`config.mk`:
```
export PLATFORM = sky130hd
export DESIGN_NAME = block_allocator_with_file_table_unit
export DESIGN_NICKNAME = d
export VERILOG_FILES = /design/src/rtl/baft_pkg.sv /design/src/rtl/block_allocator_with_file_table_unit.sv /design/src/rtl/baft_ram.sv
export SDC_FILE = /design/constraint.sdc
export NUM_CORES = 2
export LEC_CHECK = 0
export ABC_CLOCK_PERIOD_IN_PS = 6500
export BUFFER_PORTS_ARGS = -buffer_cell sky130_fd_sc_hd__clkbuf_2
export CORE_MARGIN = 3
export CORE_UTILIZATION = 30
export DETAILED_ROUTE_END_ITERATION = 7
export PLACE_DENSITY = 0.45
export SKIP_LAST_GASP = 1
export SYNTH_ARGS = -nofsm -noshare
export SYNTH_HDL_FRONTEND = slang
export SYNTH_SLANG_ARGS = --single-unit
```
`constraint.sdc`:
```
create_clock -name clk -period 6.5 [get_ports clk]
set_input_delay 0.65 -clock clk [delete_from_list [all_inputs] [get_ports clk]]
set_output_delay 0.65 -clock clk [all_outputs]
set_load 0.02 [all_outputs]
```
`src/rtl/baft_pkg.sv`:
```
// Package with the codes, field widths and sequencer states of the block allocator.
package baft_pkg;

  localparam int NAME_W   = 64;
  localparam int CMD_W    = 2;
  localparam int CNT_W    = 4;
  localparam int IDX_W    = 3;
  localparam int STATUS_W = 3;
  localparam int SLOT_W   = 4;
  localparam int ADDR_W   = 7;

  typedef enum logic [CMD_W-1:0] {
    CMD_CREATE = 2'd0,
    CMD_DELETE = 2'd1,
    CMD_LOOKUP = 2'd2
  } cmd_t;

  typedef enum logic [STATUS_W-1:0] {
    ST_OK        = 3'd0,
    ST_NO_SPACE  = 3'd1,
    ST_NO_ENTRY  = 3'd2,
    ST_NOT_FOUND = 3'd3,
    ST_RANGE     = 3'd4
  } status_t;

  typedef enum logic [3:0] {
    S_CLEAR,
    S_IDLE,
    S_DECODE,
    S_ESCAN,
    S_ALLOC,
    S_FIND,
    S_FREE,
    S_READ,
    S_DONE
  } state_t;

endpackage

```
`src/rtl/block_allocator_with_file_table_unit.sv`:
```
// Top level of the block allocator with its free-block map and file table.
// Each command transaction produces exactly one result transaction. The block works on one
// command at a time under a small sequencer that walks the file table one entry per cycle
// and the free-block map one block per cycle through a RAM read port. A create scans the
// file table for a free entry and then the free-block map until the last requested block
// is found. A delete scans the file table for the name and then frees the blocks of that
// entry. A lookup scans the file table for the name and, when the index is in range, reads
// one block address. The result waits in an output register, so the next command is taken
// while the previous result is still pending. After reset the block runs a clearing pass
// over the free-block map before it accepts a command.
module block_allocator_with_file_table_unit
  import baft_pkg::*;
#(
  parameter int DISK_BLOCKS     = 128,
  parameter int TABLE_ENTRIES   = 16,
  parameter int MAX_FILE_BLOCKS = 8
) (
  input  logic                clk,
  input  logic                rst,
  input  logic                cmd_valid,
  output logic                cmd_ready,
  input  logic [CMD_W-1:0]    command,
  input  logic [NAME_W-1:0]   file_name,
  input  logic [CNT_W-1:0]    block_count,
  input  logic [IDX_W-1:0]    block_index,
  output logic                rsp_valid,
  input  logic                rsp_ready,
  output logic [STATUS_W-1:0] status,
  output logic [SLOT_W-1:0]   entry_slot,
  output logic [ADDR_W-1:0]   block_address
);

  localparam int BW        = $clog2(DISK_BLOCKS);
  localparam int EW        = $clog2(TABLE_ENTRIES);
  localparam int KW        = $clog2(MAX_FILE_BLOCKS + 1);
  localparam int FCW       = $clog2(DISK_BLOCKS + 1);
  localparam int BLK_DEPTH = TABLE_ENTRIES * MAX_FILE_BLOCKS;
  localparam int BAW       = $clog2(BLK_DEPTH);
  localparam int NMW       = NAME_W + CNT_W;

  localparam logic [BW-1:0] LAST_BLOCK = BW'(DISK_BLOCKS - 1);
  localparam logic [EW-1:0] LAST_ENTRY = EW'(TABLE_ENTRIES - 1);

  state_t                   state, state_next;
  logic [EW-1:0]            ptr, ptr_next;
  logic [BW-1:0]            blk, blk_next;
  logic [KW-1:0]            k, k_next, k_inc;
  logic [KW-1:0]            target, target_next;
  logic [FCW-1:0]           free_count, free_count_next;
  logic [TABLE_ENTRIES-1:0] used, used_next;

  status_t                  res_status, res_status_next;
  logic [EW-1:0]            res_slot, res_slot_next;
  logic [BW-1:0]            res_addr, res_addr_next;
  logic                     rsp_load;

  cmd_t                     cmd_q;
  logic [NAME_W-1:0]        name_q;
  logic [CNT_W-1:0]         count_q;
  logic [IDX_W-1:0]         idx_q;

  logic                     fm_we, fm_wdata, fm_rdata;
  logic [BW-1:0]            fm_waddr;
  logic                     nm_we;
  logic [NMW-1:0]           nm_rdata;
  logic [NAME_W-1:0]        nm_name;
  logic [CNT_W-1:0]         nm_size;
  logic                     bk_we;
  logic [BAW-1:0]           bk_waddr, bk_raddr, blk_base;
  logic [BW-1:0]            bk_rdata;

  assign cmd_ready = (state == S_IDLE);
  assign k_inc     = k + KW'(1);
  assign blk_base  = BAW'(int'(ptr) * MAX_FILE_BLOCKS);
  assign nm_name   = nm_rdata[NAME_W-1:0];
  assign nm_size   = nm_rdata[NAME_W +: CNT_W];

  baft_ram #(.WIDTH(1), .DEPTH(DISK_BLOCKS)) u_free_map (
    .clk   (clk),
    .we    (fm_we),
    .waddr (fm_waddr),
    .wdata (fm_wdata),
    .raddr (blk_next),
    .rdata (fm_rdata)
  );

  baft_ram #(.WIDTH(NMW), .DEPTH(TABLE_ENTRIES)) u_names (
    .clk   (clk),
    .we    (nm_we),
    .waddr (ptr),
    .wdata ({count_q, name_q}),
    .raddr (ptr_next),
    .rdata (nm_rdata)
  );

  baft_ram #(.WIDTH(BW), .DEPTH(BLK_DEPTH)) u_blocks (
    .clk   (clk),
    .we    (bk_we),
    .waddr (bk_waddr),
    .wdata (blk),
    .raddr (bk_raddr),
    .rdata (bk_rdata)
  );

  always_ff @(posedge clk) begin
    if (rst) begin
      state      <= S_CLEAR;
      ptr        <= '0;
      blk        <= '0;
      k          <= '0;
      target     <= '0;
      free_count <= FCW'(DISK_BLOCKS - 1);
      used       <= '0;
      rsp_valid  <= 1'b0;
    end else begin
      state      <= state_next;
      ptr        <= ptr_next;
      blk        <= blk_next;
      k          <= k_next;
      target     <= target_next;
      free_count <= free_count_next;
      used       <= used_next;
      if (rsp_load) begin
        rsp_valid <= 1'b1;
      end else if (rsp_ready) begin
        rsp_valid <= 1'b0;
      end
    end
  end

  always_ff @(posedge clk) begin
    res_status <= res_status_next;
    res_slot   <= res_slot_next;
    res_addr   <= res_addr_next;
    if (cmd_valid && cmd_ready) begin
      cmd_q   <= cmd_t'(command);
      name_q  <= file_name;
      count_q <= block_count;
      idx_q   <= block_index;
    end
    if (rsp_load) begin
      status        <= res_status;
      entry_slot    <= SLOT_W'(res_slot);
      block_address <= ADDR_W'(res_addr);
    end
  end

  always_comb begin
    state_next      = state;
    ptr_next        = ptr;
    blk_next        = blk;
    k_next          = k;
    target_next     = target;
    free_count_next = free_count;
    used_next       = used;
    res_status_next = res_status;
    res_slot_next   = res_slot;
    res_addr_next   = res_addr;
    rsp_load        = 1'b0;
    fm_we           = 1'b0;
    fm_waddr        = blk;
    fm_wdata        = 1'b0;
    nm_we           = 1'b0;
    bk_we           = 1'b0;
    bk_waddr        = blk_base + BAW'(k);
    bk_raddr        = blk_base;

    case (state)
      S_CLEAR: begin
        fm_we    = 1'b1;
        fm_wdata = (blk == '0);
        if (blk == LAST_BLOCK) begin
          blk_next   = '0;
          state_next = S_IDLE;
        end else begin
          blk_next = blk + BW'(1);
        end
      end

      S_IDLE: begin
        ptr_next = '0;
        if (cmd_valid) begin
          state_next = S_DECODE;
        end
      end

      S_DECODE: begin
        res_status_next = ST_OK;
        res_slot_next   = '0;
        res_addr_next   = '0;
        ptr_next        = '0;
        case (cmd_q)
          CMD_CREATE: begin
            if (int'(count_q) > MAX_FILE_BLOCKS || int'(count_q) > int'(free_count)) begin
              res_status_next = ST_NO_SPACE;
              state_next      = S_DONE;
            end else begin
              target_next = KW'(count_q);
              state_next  = S_ESCAN;
            end
          end
          CMD_DELETE, CMD_LOOKUP: begin
            state_next = S_FIND;
          end
          default: begin
            state_next = S_DONE;
          end
        endcase
      end

      S_ESCAN: begin
        if (!used[ptr]) begin
          nm_we          = 1'b1;
          used_next[ptr] = 1'b1;
          res_slot_next  = ptr;
          k_next         = '0;
          blk_next       = '0;
          state_next     = (target == '0) ? S_DONE : S_ALLOC;
        end else if (ptr == LAST_ENTRY) begin
          res_status_next = ST_NO_ENTRY;
          state_next      = S_DONE;
        end else begin
          ptr_next = ptr + EW'(1);
        end
      end

      S_ALLOC: begin
        blk_next = (blk == LAST_BLOCK) ? '0 : blk + BW'(1);
        if (!fm_rdata) begin
          fm_we           = 1'b1;
          fm_wdata        = 1'b1;
          bk_we           = 1'b1;
          free_count_next = free_count - FCW'(1);
          k_next          = k_inc;
          if (k_inc == target) begin
            state_next = S_DONE;
          end
        end
      end

      S_FIND: begin
        if (used[ptr] && nm_name == name_q) begin
          res_slot_next = ptr;
          if (cmd_q == CMD_DELETE) begin
            k_next      = '0;
            target_next = (int'(nm_size) > MAX_FILE_BLOCKS) ? KW'(MAX_FILE_BLOCKS)
                                                            : KW'(nm_size);
            if (nm_size == '0) begin
              used_next[ptr] = 1'b0;
              state_next     = S_DONE;
            end else begin
              state_next = S_FREE;
            end
          end else if (int'(idx_q) >= int'(nm_size) || int'(idx_q) >= MAX_FILE_BLOCKS) begin
            res_status_next = ST_RANGE;
            state_next      = S_DONE;
          end else begin
            bk_raddr   = blk_base + BAW'(idx_q);
            state_next = S_READ;
          end
        end else if (ptr == LAST_ENTRY) begin
          res_status_next = ST_NOT_FOUND;
          state_next      = S_DONE;
        end else begin
          ptr_next = ptr + EW'(1);
        end
      end

      S_FREE: begin
        fm_waddr = bk_rdata;
        if (int'(bk_rdata) < DISK_BLOCKS) begin
          fm_we           = 1'b1;
          free_count_next = free_count + FCW'(1);
        end
        k_next = k_inc;
        if (k_inc == target) begin
          used_next[ptr] = 1'b0;
          state_next     = S_DONE;
        end else begin
          bk_raddr = blk_base + BAW'(k_inc);
        end
      end

      S_READ: begin
        res_addr_next = bk_rdata;
        state_next    = S_DONE;
      end

      S_DONE: begin
        if (!rsp_valid || rsp_ready) begin
          rsp_load   = 1'b1;
          state_next = S_IDLE;
        end
      end

      default: begin
        state_next = S_IDLE;
      end
    endcase
  end

endmodule

```
`src/rtl/baft_ram.sv`:
```
// Generic single-port-write, single-port-read RAM with registered read data.
module baft_ram #(
  parameter int WIDTH = 8,
  parameter int DEPTH = 16,
  localparam int AW = $clog2(DEPTH)
) (
  input  logic             clk,
  input  logic             we,
  input  logic [AW-1:0]    waddr,
  input  logic [WIDTH-1:0] wdata,
  input  logic [AW-1:0]    raddr,
  output logic [WIDTH-1:0] rdata
);

  logic [WIDTH-1:0] mem [DEPTH];

  always_ff @(posedge clk) begin
    if (we) begin
      mem[waddr] <= wdata;
    end
    rdata <= mem[raddr];
  end

endmodule

```
==> flow_summary.html <==
<table>
<tr><th>Metric</th><th>Value</th></tr>
<tr><th colspan="2">Run status</th></tr>
<tr><td>Run status</td><td>finished clean</td></tr>
<tr><th colspan="2">STA</th></tr>
<tr><td>Pin slew with the least headroom to its limit</td><td>around 1.2 ns</td></tr>
<tr><td>Hold violation count in the final report</td><td>0</td></tr>
<tr><td>Total count of max-transition violations in the final report</td><td>0</td></tr>
<tr><td>Remaining max-slew budget at the tightest pin</td><td>17.6%</td></tr>
<tr><td>Total of endpoints with negative setup slack in the final report</td><td>0</td></tr>
<tr><td>Setup repair after global routing missed its margin</td><td>false</td></tr>
<tr><td>Final critical path time including I/O delays and setup</td><td>~6.3 ns</td></tr>
<tr><td>Crit share post-route</td><td>96.8%</td></tr>
<tr><td>F_max</td><td>159 MHz</td></tr>
<tr><td>Worst hold margin</td><td>0.0951 ns</td></tr>
<tr><td>Worst clock skew</td><td>0.0791 ns</td></tr>
<tr><th colspan="2">Cells and area</th></tr>
<tr><td>Final nets</td><td>7,283</td></tr>
<tr><td>Top library cells by usage in the layout, fill and taps aside</td><td>sky130_fd_sc_hd__edfxtp_1 (2,213), sky130_fd_sc_hd__nand2_1 (1,473), sky130_fd_sc_hd__nand3_1 (389)</td></tr>
<tr><td>Count of fill cells added during filler insertion</td><td>between 20k and 30k</td></tr>
<tr><td>Area taken by flip-flops and latches</td><td>69,000 um2</td></tr>
<tr><td>Final Core Density</td><td>35.4%</td></tr>
<tr><td>Final cell count without fillers</td><td>approximately 12k</td></tr>
<tr><td>Most frequent standard cell in the layout excluding fill and tap cells</td><td>sky130_fd_sc_hd__edfxtp_1</td></tr>
<tr><td>Fraction of final layout cells sized beyond drive strength 1</td><td>11.4%</td></tr>
<tr><td>Area growth from synthesis to final layout</td><td>17.3%</td></tr>
<tr><td>Area used by multi-input combinational logic</td><td>22,800 um2</td></tr>
<tr><th colspan="2">Yosys</th></tr>
<tr><td>Net count after synthesis</td><td>7,024</td></tr>
<tr><td>Share of synthesized flip-flops with an asynchronous set or reset</td><td>0%</td></tr>
<tr><td>Synthesized netlist cell count</td><td>roughly 6.9k</td></tr>
<tr><td>Number of synthesized register bits</td><td>2,337</td></tr>
<tr><td>Mean area per synthesized cell</td><td>around 14 um2</td></tr>
<tr><td>Area of the mapped netlist</td><td>around 94,000 um2</td></tr>
<tr><td>Cell types with the largest area share after synthesis</td><td>sky130_fd_sc_hd__edfxtp_1 (71%), sky130_fd_sc_hd__nand2_1 (5.9%), sky130_fd_sc_hd__dfxtp_1 (2.7%), sky130_fd_sc_hd__a311oi_1 (2.6%), sky130_fd_sc_hd__a211oi_1 (2.5%)</td></tr>
<tr><td>Number of flops mapped to enable cells by yosys</td><td>between 2k and 2.5k</td></tr>
<tr><td>Share of synthesized area occupied by flip-flops and latches</td><td>73.7%</td></tr>
<tr><td>Count of unique library cells instantiated by Yosys</td><td>74</td></tr>
<tr><td>Total of warnings raised by yosys</td><td>0</td></tr>
<tr><td>Yosys top cell by area</td><td>sky130_fd_sc_hd__edfxtp_1</td></tr>
<tr><td>Prevailing post-synth register cell</td><td>sky130_fd_sc_hd__edfxtp_1</td></tr>
<tr><td>Share of Yosys cell area claimed by the top area cell type</td><td>71.0%</td></tr>
<tr><th colspan="2">GRT</th></tr>
<tr><td>GR Layer Usage met3</td><td>2.57%</td></tr>
<tr><td>Layer with the highest usage after global routing</td><td>met2</td></tr>
<tr><td>Fraction of met1 tracks used by global routing</td><td>26.9%</td></tr>
<tr><td>Remaining Overflow, GRT</td><td>0</td></tr>
<tr><td>Number of global-route vias before repair</td><td>approximately 58k</td></tr>
<tr><td>GR Util All Layers</td><td>18.2%</td></tr>
<tr><td>Wire length of the first global-routing pass</td><td>427,000 um</td></tr>
<tr><td>Maximum number of pins on one net before global-route repair</td><td>129</td></tr>
<tr><td>Initial antenna violation count</td><td>17</td></tr>
<tr><td>Met2 layer usage reported by global route</td><td>between 20% and 30%</td></tr>
<tr><th colspan="2">Routing</th></tr>
<tr><td>DRC violation total after the first TritonRoute iteration</td><td>6,141</td></tr>
<tr><td>Pre-antenna DRT Iters</td><td>7</td></tr>
<tr><td>Vias after detailed routing</td><td>59.9k</td></tr>
<tr><td>Average wire length per cell after detail routing</td><td>25.9 um</td></tr>
<tr><td>Number of design rule violations left after detail routing</td><td>0</td></tr>
<tr><td>Via density per instance</td><td>5.21</td></tr>
<tr><td>Routed Wire Length</td><td>between 200,000 and 300,000 um</td></tr>
<tr><td>Antenna-violating nets left</td><td>0</td></tr>
<tr><th colspan="2">Power</th></tr>
<tr><td>Largest vdd supply drop</td><td>0.000208 V</td></tr>
<tr><td>Total power per unit cell area</td><td>286 nW/um2</td></tr>
<tr><td>LEAKAGE</td><td>about 36 nW</td></tr>
<tr><th colspan="2">Setup path</th></tr>
<tr><td>Max incr delay on CP</td><td>0.93 ns</td></tr>
<tr><td>Cell-by-cell listing of the critical path</td><td>xor2_1 -&gt; buf_4 -&gt; nor4_1 -&gt; nand4_1 -&gt; nor4_2 -&gt; buf_4 -&gt; a21o_4 -&gt; buf_12 -&gt; a21oi_1 -&gt; a21boi_0 -&gt; a211oi_1 -&gt; a311o_1 -&gt; nand4_1 -&gt; nor3_1 -&gt; buf_4</td></tr>
<tr><td>Slowest stage cell, crit path</td><td>sky130_fd_sc_hd__nor4_1</td></tr>
<tr><td>Largest fanout of any net on the critical path</td><td>51</td></tr>
<tr><td>Data required time at the worst endpoint</td><td>7.25 ns</td></tr>
<tr><td>Category of the critical setup timing path</td><td>reg -&gt; reg</td></tr>
<tr><td>Kind of end point of the critical path</td><td>flip-flop</td></tr>
<tr><td>Setup crit start kind</td><td>flip-flop</td></tr>
<tr><td>CP arrival</td><td>roughly 7.0 ns</td></tr>
<tr><td>Most prevalent standard cell on the critical path</td><td>sky130_fd_sc_hd__buf_4</td></tr>
<tr><th colspan="2">Floorplanning</th></tr>
<tr><td>Horiz. Die Dim</td><td>~560 um</td></tr>
<tr><td>Standard-cell row count</td><td>204</td></tr>
<tr><td>Effective utilization at floorplan</td><td>slightly above 30%</td></tr>
<tr><td>Floorplan die height</td><td>564 um</td></tr>
<tr><td>Number of top-level design ports</td><td>93</td></tr>
<tr><td>Area of the core</td><td>310,000 um2</td></tr>
<tr><td>Total die area</td><td>319,000 um2</td></tr>
<tr><th colspan="2">Hold path</th></tr>
<tr><td>Class of the worst hold path</td><td>in -&gt; reg</td></tr>
<tr><th colspan="2">Placed design</th></tr>
<tr><td>Estimated wirelength of the detail-placed design</td><td>170,000 um</td></tr>
<tr><td>Weighted congestion reported at the end of routability-driven placement</td><td>0.869</td></tr>
<tr><td>Buffers added on ports</td><td>92</td></tr>
<tr><td>Number of placed cells counting well taps</td><td>~11k</td></tr>
<tr><th colspan="2">Clock network</th></tr>
<tr><td>Clock Sinks</td><td>2,337</td></tr>
<tr><td>Source-to-sink clock delay at the later pin of the worst-skew pair</td><td>0.87 ns</td></tr>
<tr><td>Clock H-tree levels</td><td>5</td></tr>
<tr><td>Number of buffers inserted to repair setup after CTS</td><td>0</td></tr>
<tr><td>Root Buffer Master</td><td>sky130_fd_sc_hd__clkbuf_16</td></tr>
<tr><td>CTS tree</td><td>yes</td></tr>
<tr><td>Clock transition at the registers of the reported paths</td><td>~0.060 ns</td></tr>
<tr><td>Clock Path Buffers</td><td>4</td></tr>
<tr><td>Number of buffers created by CTS</td><td>270</td></tr>
<tr><th colspan="2">Job</th></tr>
<tr><td>Number of max-cap violations</td><td>0</td></tr>
</table>
## Yosys cell counts (all sizes together), types with 6 or more instances
master / count
nand3: 389
nand2b: 14
a211oi: 316
nor3: 34
xor2: 74
or4: 70
a311oi: 283
a21oi: 212
and2: 16
a31o: 6
o21ai: 55
buf: 171
a21o: 7
o31ai: 12
and3: 299
ha: 27
a32oi: 8
dfxtp: 124
o21a: 9
nor2: 359
a31oi: 45
nand2: 1478
a211o: 6
o211ai: 6
a2111oi: 9
edfxtp: 2213
o22ai: 17
nor2b: 16
xnor2: 9
nand4: 32
a22oi: 33
a221oi: 6
nand3b: 7
o221ai: 12
clkbuf: 300
or3: 6
mux2i: 117
inv: 29
nor4: 35
or2: 7
## layer usage
| layer | part of all wire (%) | vias up |
|---|---|---|
| met1 | 47 | 30900 |
| met3 | 5.8 | 380 |
| met2 | 45 | 1880 |
| met4 | 2.2 | 2 |
| li1 | - | 26800 |
| met5 | 0.0044 | - |
## stage by stage
step	total power [W]	setup slack, ns	instance area [um2]	setup TNS (ns)
floorplan	0.0168	1.59	93600	0
global placement	0.0170	-0.144	101000	-0.176
detailed placement	0.0170	0.242	101000	0
CTS	0.0318	0.167	110000	0
global route	0.0323	0.0948	110000	0
finish	0.0314	0.209	110000	0
## cell families (layout without fill, tap and decap cells)
group,count (synthesis),after routing,synth area share [%]
and+or+nand+nor,2769,2769,13.2
DFF,2337,2337,73.7
AOI/OAI and AO/OA,1077,1077,8.37
buffers and inverters,501,967,2.23
muxes,123,123,1.37
xor gates and xnor gates,84,84,0.802
adders and majority gates,28,28,0.382
other,0,5,0
## final timing paths
kind | start | depth (start not counted) | slack (ns) | end
max reg2reg | name_q[53]$_DFFE_PP_ | 15 | 0.21 | u_blocks.rdata[6]$_DFF_P_
max | name_q[53]$_DFFE_PP_ | 15 | 0.21 | u_blocks.rdata[6]$_DFF_P_
min reg2reg | res_addr[6]$_SDFFCE_PN0P_ | 0 | 0.42 | block_address[6]$_DFFE_PP_
min | file_name[62] | 1 | 0.1 | name_q[62]$_DFFE_PP_
## layout make-up
class / instances / area share (%)
tap: 4120 / 4.70
inverter: 30 / 0.121
timing repair buffer: 458 / 3.85
antenna: 5 / 0.0114
sequential: 2337 / 62.8
clock inverter: 130 / 1.03
clock buffer: 349 / 6.66
multi-input combinational: 4081 / 20.8
## state kept, by name (all words and copies together) (netlist names), 4 cells and up, named ones only
signal and count:
u_names.mem 1088, u_blocks.mem 896, u_free_map.mem 128, u_names.rdata 68
name_q 64, free_count 8, blk 7, block_address 7
res_addr 7, u_blocks.rdata 7, count_q 4, entry_slot 4
k 4, ptr 4, res_slot 4, state 4
target 4
## what timing repair did
action	CTS	global route
resized for setup	0	0
endpoints found under the hold margin	58	0
hold buffers	58	0
## critical path: cells and delay by family, from the launching register on
family | cells | cell delay [ns]
buf+inv | 4 | 1.16
xor+xnor | 1 | 0.25
simple gates | 5 | 2.72
flops | 1 | 0.61
compound gates | 5 | 1.34
## where the power goes
part           internal, W  total [W]  switching [W]  leakage (nW)
clock network      0.00855     0.0147        0.00615          4.13
registers           0.0163     0.0164      0.0000359          21.1
logic             0.000101   0.000355       0.000254          11.2
Note: power is estimated with default switching activity, not from simulation.
